--- src/sv/ecpf_pkg.sv ---
`default_nettype none
package ecpf_pkg;

  typedef struct packed {
    logic signed [31:0] in_density;
    logic signed [31:0] in_momentum_u;
    logic signed [31:0] in_momentum_v;
    logic signed [31:0] in_energy;
    logic signed [31:0] in_scalar;
  } in_t;

  typedef struct packed {
    logic signed [31:0] out_density;
    logic signed [31:0] out_momentum_u;
    logic signed [31:0] out_momentum_v;
    logic signed [31:0] out_energy;
    logic signed [31:0] out_scalar;
    logic               bad_density;
  } out_t;

  // side data that rides alongside the divider lanes
  typedef struct packed {
    logic signed [31:0] density;
    logic signed [31:0] energy;
    logic               bad;
  } side_t;

  typedef struct packed {
    logic [17:0] gamma_minus_one;
    logic [30:0] inv_gamma_minus_one;
    logic [30:0] density_floor;
    logic [30:0] pressure_floor;
  } cfg_t;

  localparam int unsigned CFG_IDX_W = 3;
  localparam logic [CFG_IDX_W-1:0] CFG_GAMMA_M1     = 3'd0;
  localparam logic [CFG_IDX_W-1:0] CFG_INV_GAMMA_M1 = 3'd1;
  localparam logic [CFG_IDX_W-1:0] CFG_DENS_FLOOR   = 3'd2;
  localparam logic [CFG_IDX_W-1:0] CFG_PRES_FLOOR   = 3'd3;

  localparam int unsigned DIV_STEPS     = 32;
  localparam int unsigned DIV_PER_STAGE = 4;
  localparam int unsigned DIV_STAGES    = DIV_STEPS / DIV_PER_STAGE;
  localparam int unsigned DIV_LAT       = DIV_STAGES + 2;
  localparam int unsigned REC_LAT       = 7;

  localparam logic signed [31:0] S32_MAX = 32'sh7fffffff;
  localparam logic signed [31:0] S32_MIN = 32'sh80000000;

  function automatic logic signed [31:0] sat64(input logic signed [63:0] x);
    logic signed [31:0] r;
    if (x > 64'sd2147483647) r = S32_MAX;
    else if (x < -64'sd2147483648) r = S32_MIN;
    else r = x[31:0];
    return r;
  endfunction

  function automatic logic signed [31:0] sat33(input logic signed [32:0] x);
    logic signed [31:0] r;
    if (x[32] != x[31]) r = x[32] ? S32_MIN : S32_MAX;
    else r = x[31:0];
    return r;
  endfunction

  // floor(a*b / 2^frac), saturated
  function automatic logic signed [31:0] fx_mul(input logic signed [31:0] a,
                                                input logic signed [31:0] b,
                                                input int unsigned frac);
    logic signed [63:0] p;
    p = a * b;
    return sat64(p >>> frac);
  endfunction

  function automatic logic signed [31:0] add_sat(input logic signed [31:0] a,
                                                 input logic signed [31:0] b);
    logic signed [32:0] s;
    s = {a[31], a} + {b[31], b};
    return sat33(s);
  endfunction

  function automatic logic signed [31:0] sub_sat(input logic signed [31:0] a,
                                                 input logic signed [31:0] b);
    logic signed [32:0] s;
    s = {a[31], a} - {b[31], b};
    return sat33(s);
  endfunction

endpackage
`default_nettype wire

--- src/sv/ecpf_div.sv ---
`default_nettype none
// Pipelined restoring divider: trunc(num * 2^FRAC_BITS / den), saturated.
// den must be positive; zero forces the result to zero.
module ecpf_div #(
  parameter int unsigned FRAC_BITS = 16
) (
  input  wire                clk,
  input  wire                adv,
  input  wire signed [31:0]  num,
  input  wire        [31:0]  den,
  input  wire                zero,
  output logic signed [31:0] quo
);

  localparam int unsigned NST = ecpf_pkg::DIV_STAGES;

  logic [31:0] rem_r [NST+1];
  logic [31:0] nb_r  [NST+1];
  logic [31:0] q_r   [NST+1];
  logic [31:0] den_r [NST+1];
  logic        neg_r [NST+1];
  logic        ovf_r [NST+1];
  logic        zero_r[NST+1];
  logic signed [31:0] quo_r;

  logic [31:0] mag;
  logic [31:0] top_part;

  always_comb begin
    mag = num[31] ? (32'd0 - num) : num;
    top_part = mag >> (32 - FRAC_BITS);
  end

  always_ff @(posedge clk) begin
    if (adv) begin
      rem_r[0]  <= top_part;
      nb_r[0]   <= mag << FRAC_BITS;
      q_r[0]    <= '0;
      den_r[0]  <= den;
      neg_r[0]  <= num[31];
      ovf_r[0]  <= (top_part >= den);
      zero_r[0] <= zero;
    end
  end

  for (genvar k = 1; k <= NST; k++) begin : g_stage
    logic [31:0] rem_nxt, nb_nxt, q_nxt;
    always_comb begin : step
      logic [32:0] t;
      rem_nxt = rem_r[k-1];
      nb_nxt  = nb_r[k-1];
      q_nxt   = q_r[k-1];
      for (int i = 0; i < ecpf_pkg::DIV_PER_STAGE; i++) begin
        t = {rem_nxt, nb_nxt[31]};
        nb_nxt = nb_nxt << 1;
        if (t >= {1'b0, den_r[k-1]}) begin
          t = t - {1'b0, den_r[k-1]};
          q_nxt = {q_nxt[30:0], 1'b1};
        end else begin
          q_nxt = {q_nxt[30:0], 1'b0};
        end
        rem_nxt = t[31:0];
      end
    end
    always_ff @(posedge clk) begin
      if (adv) begin
        rem_r[k]  <= rem_nxt;
        nb_r[k]   <= nb_nxt;
        q_r[k]    <= q_nxt;
        den_r[k]  <= den_r[k-1];
        neg_r[k]  <= neg_r[k-1];
        ovf_r[k]  <= ovf_r[k-1];
        zero_r[k] <= zero_r[k-1];
      end
    end
  end

  logic signed [31:0] quo_nxt;

  always_comb begin
    if (zero_r[NST]) quo_nxt = '0;
    else if (ovf_r[NST]) quo_nxt = neg_r[NST] ? ecpf_pkg::S32_MIN : ecpf_pkg::S32_MAX;
    else if (neg_r[NST])
      quo_nxt = (q_r[NST] > 32'h80000000) ? ecpf_pkg::S32_MIN : (32'd0 - q_r[NST]);
    else
      quo_nxt = (q_r[NST] > 32'h7fffffff) ? ecpf_pkg::S32_MAX : q_r[NST];
  end

  always_ff @(posedge clk) begin
    if (adv) quo_r <= quo_nxt;
  end

  assign quo = quo_r;

endmodule
`default_nettype wire

--- config.mk ---
export PLATFORM = sky130hd
export DESIGN_NAME = ecpf_div
export DESIGN_NICKNAME = d
export VERILOG_FILES = /design/src/sv/ecpf_pkg.sv /design/src/sv/ecpf_div.sv
export SDC_FILE = /design/constraint.sdc
export NUM_CORES = 2
export LEC_CHECK = 0
export BUFFER_PORTS_ARGS = -buffer_cell sky130_fd_sc_hd__buf_2
export CORE_MARGIN = 3
export CORE_UTILIZATION = 50
export CTS_CLUSTER_SIZE = 30
export DETAILED_ROUTE_END_ITERATION = 8
export PLACE_DENSITY = 0.74
export SLEW_MARGIN = 15
export SYNTH_ARGS = -nofsm -noshare
export SYNTH_HDL_FRONTEND = slang
export SYNTH_SLANG_ARGS = --single-unit
--- constraint.sdc ---
create_clock -name clk -period 23.9 [get_ports clk]
set_input_delay 2.39 -clock clk [delete_from_list [all_inputs] [get_ports clk]]
set_output_delay 2.39 -clock clk [all_outputs]
set_load 0.005 [all_outputs]
Word level (Yosys, flattened, before mapping)
Memory sizes are Yosys's and may differ from the RTL's.
Index checks and enable logic that the tools add are counted.
{ "op_classes": {"reduce_logical": 0, "n_eq_ne": 0, "bitwise_logic": 0, "n_mul": 0, "magnitude_cmp": 35, "addsub": 34, "mux": 72, "div_mod_pow": 0, "shifts": 0} }
{ "op_table": {"columns": ["cell", "count"], "rows": [
  ["$mux W32", 38],
  ["$ge A33 B32 Y1", 32],
  ["$sub A32 B32 Y32", 32],
  ["$sub A1 B32 Y32 const A", 2],
  ["$mux W1", 34],
  ["$ge A16 B32 Y1", 1],
  ["$gt A32 B31 Y1 const B", 1],
  ["$gt A32 B32 Y1 const B", 1]
]} }
{ "word_totals": {"n_memories": 7, "regBits": 32, "romBits": 0, "out_inout_bits": 32, "latchBits": 0, "ramBits": 1143, "elab_cells": 149, "inputBits": 67} }
{ "mem_list": {"columns": ["name", "words", "word_bits", "rd", "rd_clocked_by_memory_dff", "wr", "line", "text"], "rows": [
  ["den_r", 9, 32, 8, 0, 9, "ecpf_div.sv:20", "logic [31:0] den_r [NST+1];"],
  ["q_r", 9, 32, 9, 0, 9, "ecpf_div.sv:19", "logic [31:0] q_r [NST+1];"],
  ["rem_r", 9, 32, 8, 0, 9, "ecpf_div.sv:17", "logic [31:0] rem_r [NST+1];"],
  ["nb_r", 9, 28, 8, 0, 9, "ecpf_div.sv:18", "logic [31:0] nb_r [NST+1];"],
  ["neg_r", 9, 1, 9, 0, 9, "ecpf_div.sv:21", "logic neg_r [NST+1];"],
  ["ovf_r", 9, 1, 9, 0, 9, "ecpf_div.sv:22", "logic ovf_r [NST+1];"],
  ["+1 memories", null, null, null, null, null, null, null]
]} }

Logic depth before layout (Yosys ltp)
An unclocked memory read counts as a cell.
{ "depth": {"depth_word": 9, "mapped_depth": 61, "mapped_depth_nobuf": 55} }

Worst setup path before layout
Ideal clock, no wire load.
{ "synth_timing": {"path_kind": "register -> register", "start": "mem den_r[1][1] (netlist: den_r[0][33])", "end": "mem rem_r[2][30] (netlist: rem_r[0][94]), data pin", "path_buffers": 6, "period_less_slack_ps": 12341, "required_ps": 23633, "stages_incl_launch_ff": 59, "setup_ps": 267, "setup_slack_ps": 11559, "arrival_ps": 12075, "cell_sequence": "edfxtp_1 -> inv_1 -> ha_1 -> nor2b_1 -> o31a_1 -> o31a_1 -> o21ai_1 -> o31a_1 -> o21a_1 -> nor2_2 -> clkbuf_1 -> clkbuf_1 -> nand2_1 -> o21ai_0 -> inv_1 -> ha_1 -> nor2b_1 -> o31a_1 -> [... 23 more ...] -> clkbuf_1 -> clkbuf_1 -> nor2_1 -> a21oi_1 -> fa_1 -> a211oi_1 -> nor2_1 -> o31a_1 -> o221a_2 -> o31a_1 -> a2111oi_0 -> o21bai_1 -> a21o_1 -> a21oi_1 -> o21ai_0 -> a221oi_1 -> xor2_1 -> o21ai_0"} }
{ "synth_rtl": {"columns": ["item", "line"], "rows": [
  ["from (decl)", "ecpf_div.sv:20"],
  ["to (decl)", "ecpf_div.sv:17"]
]} }

==> results.sh <==
export IMPL_groute_usage_overall_pct=29.0
export IMPL_final_hold_violation_count=0
export IMPL_critPathKind="register to register"
export IMPL_instances_no_fill=11800
export IMPL_finClkSkew_ns=0.0865
export IMPL_drive_above_1_share_pct=9.17
export IMPL_synth_ff_type="edfxtp_1"
export IMPL_synth_top_area_cell="edfxtp_1"
export IMPL_synth_seq_cells=739
export IMPL_holdCritPathClass="register to register"
export IMPL_netlist_top_cells_area="edfxtp_1 27%, ha_1 15%, xnor2_1 6.1%"
export IMPL_grt_first_pass_wirelength_mm=399
export IMPL_overflow=0
export IMPL_yosysSeqAreaShare_pct=26.5
export IMPL_layout_overhead_on_the_synthesized_area_pct=7.05
export IMPL_clk_latency_ns=0.75
export IMPL_placement_io_buffers=98
export IMPL_setup_violations_final=0
export IMPL_cts_repair_resized=0
export IMPL_nNetsFinal=10600
export IMPL_critical_path_slowest_cell="or2_1"
export IMPL_setup_total_negative_slack_ns=0
export IMPL_drv_slew=0
export IMPL_synth_edf_count=739
export IMPL_core_area_um2=166000
export IMPL_synth_largest_type_area_fraction_pct=26.5
export IMPL_placed_cells=11600
export IMPL_synth_lib_cells_used_distinct=112
export IMPL_cts_tree="done"
export IMPL_initial_utilization_pct=50.5
export IMPL_cts_inserted_buffers=89
export IMPL_cts_hold_buffers_added=0
export IMPL_antenna_found_initial=15
export IMPL_cp_max_fo=42
export IMPL_first_global_vias=69500
export IMPL_synth_warning_count=0
export IMPL_grt_max_degree=85
export IMPL_num_rows=149
export IMPL_setup_repair_after_global_routing_missed_its_margin="false"
export IMPL_finalCriticalPeriod_ns=15.63
export IMPL_route_final_wire_length_mm=260
export IMPL_drv_max_cap_violation_count=0
export IMPL_synth_area_um2=83700
export IMPL_tritoncts_num_sinks=739
export IMPL_period_share_pct=65.4
export IMPL_place_worst_setup_slack_ns=8.50
export IMPL_mappedNetlistNets=10600
export IMPL_post_cts_setup_buffer_count=0
export IMPL_clkTransAtPathRegs_ns=0.06
export IMPL_floorplan_die_area_um2=172000
export IMPL_overall_via_count_from_detail_route=73400
export IMPL_synthesis_area_per_instance_um2=8.82
export IMPL_cp_data_arrival_time_ns=16.11
export IMPL_async_flop_share_pct=0
export IMPL_clock_root_buffer="clkbuf_16"
export IMPL_floorplan_die_width_um=415
export IMPL_dp_hpwl_mm=211
export IMPL_wl_per_cell_um=22.1
export IMPL_synthesis_instances=9481
export IMPL_cts_root_to_sink_buffers=3
export IMPL_sort_of_element_at_the_end_of_the_critical_path="register"
export IMPL_path_common_cell="a21oi_1"
export IMPL_drc=0
export IMPL_critPathLaunchType="register"
export IMPL_slowest_delay_ns=0.73
export IMPL_routabilityCongestion=0.983
export IMPL_number_of_nets_still_failing_antenna_checks_after_routing=0
export IMPL_dieHeight_um=415
export IMPL_drt_iter0_markers=6493
export IMPL_routed_via_density=6.23
export IMPL_first_drt_pass_iteration_count=5
export IMPL_max_clock_freq_mhz=64.0
export IMPL_worst_slew_margin_rel_pct=23.4
export IMPL_io_pins=99
export IMPL_tightestPinTransition_ns=1.14
export IMPL_clock_tree_htree_level_count=3
export IMPL_status="finished, final reports clean"
export IMPL_cp_required_ns=24.38
export IMPL_layout_setup_ws_ns=8.27
## cell families (layout without fill, tap and decap cells)
logic type / Yosys count / after routing / synth area share (%)
buffers and inverters: 802 / 900 / 3.73
other: 0 / 11 / 0
adders and majority gates: 1035 / 1035 / 15.7
xor gates and xnor gates: 871 / 871 / 9.12
muxes: 553 / 553 / 7.35
and+or+nand+nor: 2433 / 2433 / 14.2
AOI/OAI and AO/OA: 3048 / 3048 / 23.4
DFF: 739 / 739 / 26.5
## metrics by stage
stage	utilization [%]	area, µm²	hold slack [ns]
floorplan	-	83700	0.400
global placement	52.2	86500	0.401
detailed placement	52.2	86500	0.405
CTS	54.1	89500	0.401
global route	54.1	89500	0.401
finish	54.1	89600	0.398
## Yosys cell counts (all sizes together), types with 21 or more instances
cell type	instances
nand3	161
nand2b	149
nand4	142
and3	86
buf	66
and4	32
o21bai	109
a21o	511
xnor2	585
a31oi	114
mux2i	62
a221o	23
inv	583
a211o	35
a22oi	23
nor2b	124
a2111oi	21
a211oi	79
a31o	31
edfxtp	739
o211ai	63
nor4	42
o31ai	58
nand2	625
nor2	670
a21oi	962
xor2	286
ha	1015
a311oi	22
and2	54
or3	65
mux2	491
o21a	138
o2111ai	21
clkbuf	150
o31a	28
a21boi	22
or2	61
o21ai	581
nor3b	21
nor3	146
## critical path, delay by kind of cell, from the launching register on
family                     cells  cell delay [ns]
DFF                            1             0.43
and+or+nand+nor                7             2.51
muxes                          3             1.19
AOI/OAI and AO/OA             28             7.44
adders and majority gates      4             1.41
buffers and inverters          8             2.29
## final cells by class
type	count	area (µm²)
clock buffer	101	2270
fill	15100	76000
clock inverter	64	787
tap	2189	2740
antenna	11	27.5
inverter	586	2200
multi-input combinational	7940	58500
sequential	739	22200
timing repair buffer	149	883
## final timing paths
kind	endpoint	start	depth (start not counted)	slack (ns)
worst max-delay path	rem_r[0][245]	den_r[0][193]	50	8.27
worst min-delay path	nb_r[0][83]	nb_r[0][51]	0	0.40
worst max register to register	rem_r[0][245]	den_r[0][193]	50	8.27
worst min register to register	nb_r[0][83]	nb_r[0][51]	0	0.40
## per-layer routing
layer	share of wire, %	wire, µm	up-vias	track usage [%]
met4	4.5	11800	8	12.1
met1	44	115000	35000	39.1
li1	-	-	35600	-
met2	45	118000	2387	47.2
met3	5.8	15100	436	3.32
met5	0.021	54	-	0
## cells in the final DEF (no fill, tap or decap), types with 52 or more instances in the layout
cell	netlist	final
nand4_1	142	142
o211ai_1	62	62
nor2_1	668	667
nand3_1	161	160
edfxtp_1	739	739
o31ai_1	57	57
a21oi_1	961	958
nand2b_1	149	149
and2_1	52	52
mux2_1	59	59
nor2b_1	124	124
or2_2	55	55
nand2_1	624	624
mux2_2	432	432
a211oi_1	76	75
o21ai_0	567	566
inv_1	573	573
mux2i_1	61	61
o21a_1	137	137
clkbuf_16	0	89
and3_1	86	86
a31oi_1	113	113
ha_1	1015	1015
buf_2	35	97
nor3_1	146	146
xor2_1	286	286
o21bai_1	109	109
xnor2_1	585	585
or3_1	64	64
a21o_1	511	511
## sequential cells by signal, summed over array words and instances, names as in the netlist
signal and cells:
den_r 256, rem_r 240, quo 32, q_r 144
neg_r 9, zero_r 9, nb_r 40, ovf_r 9
Power is not shown: default switching activity piles up to over one toggle a cycle in this logic, so the estimate is an artifact.
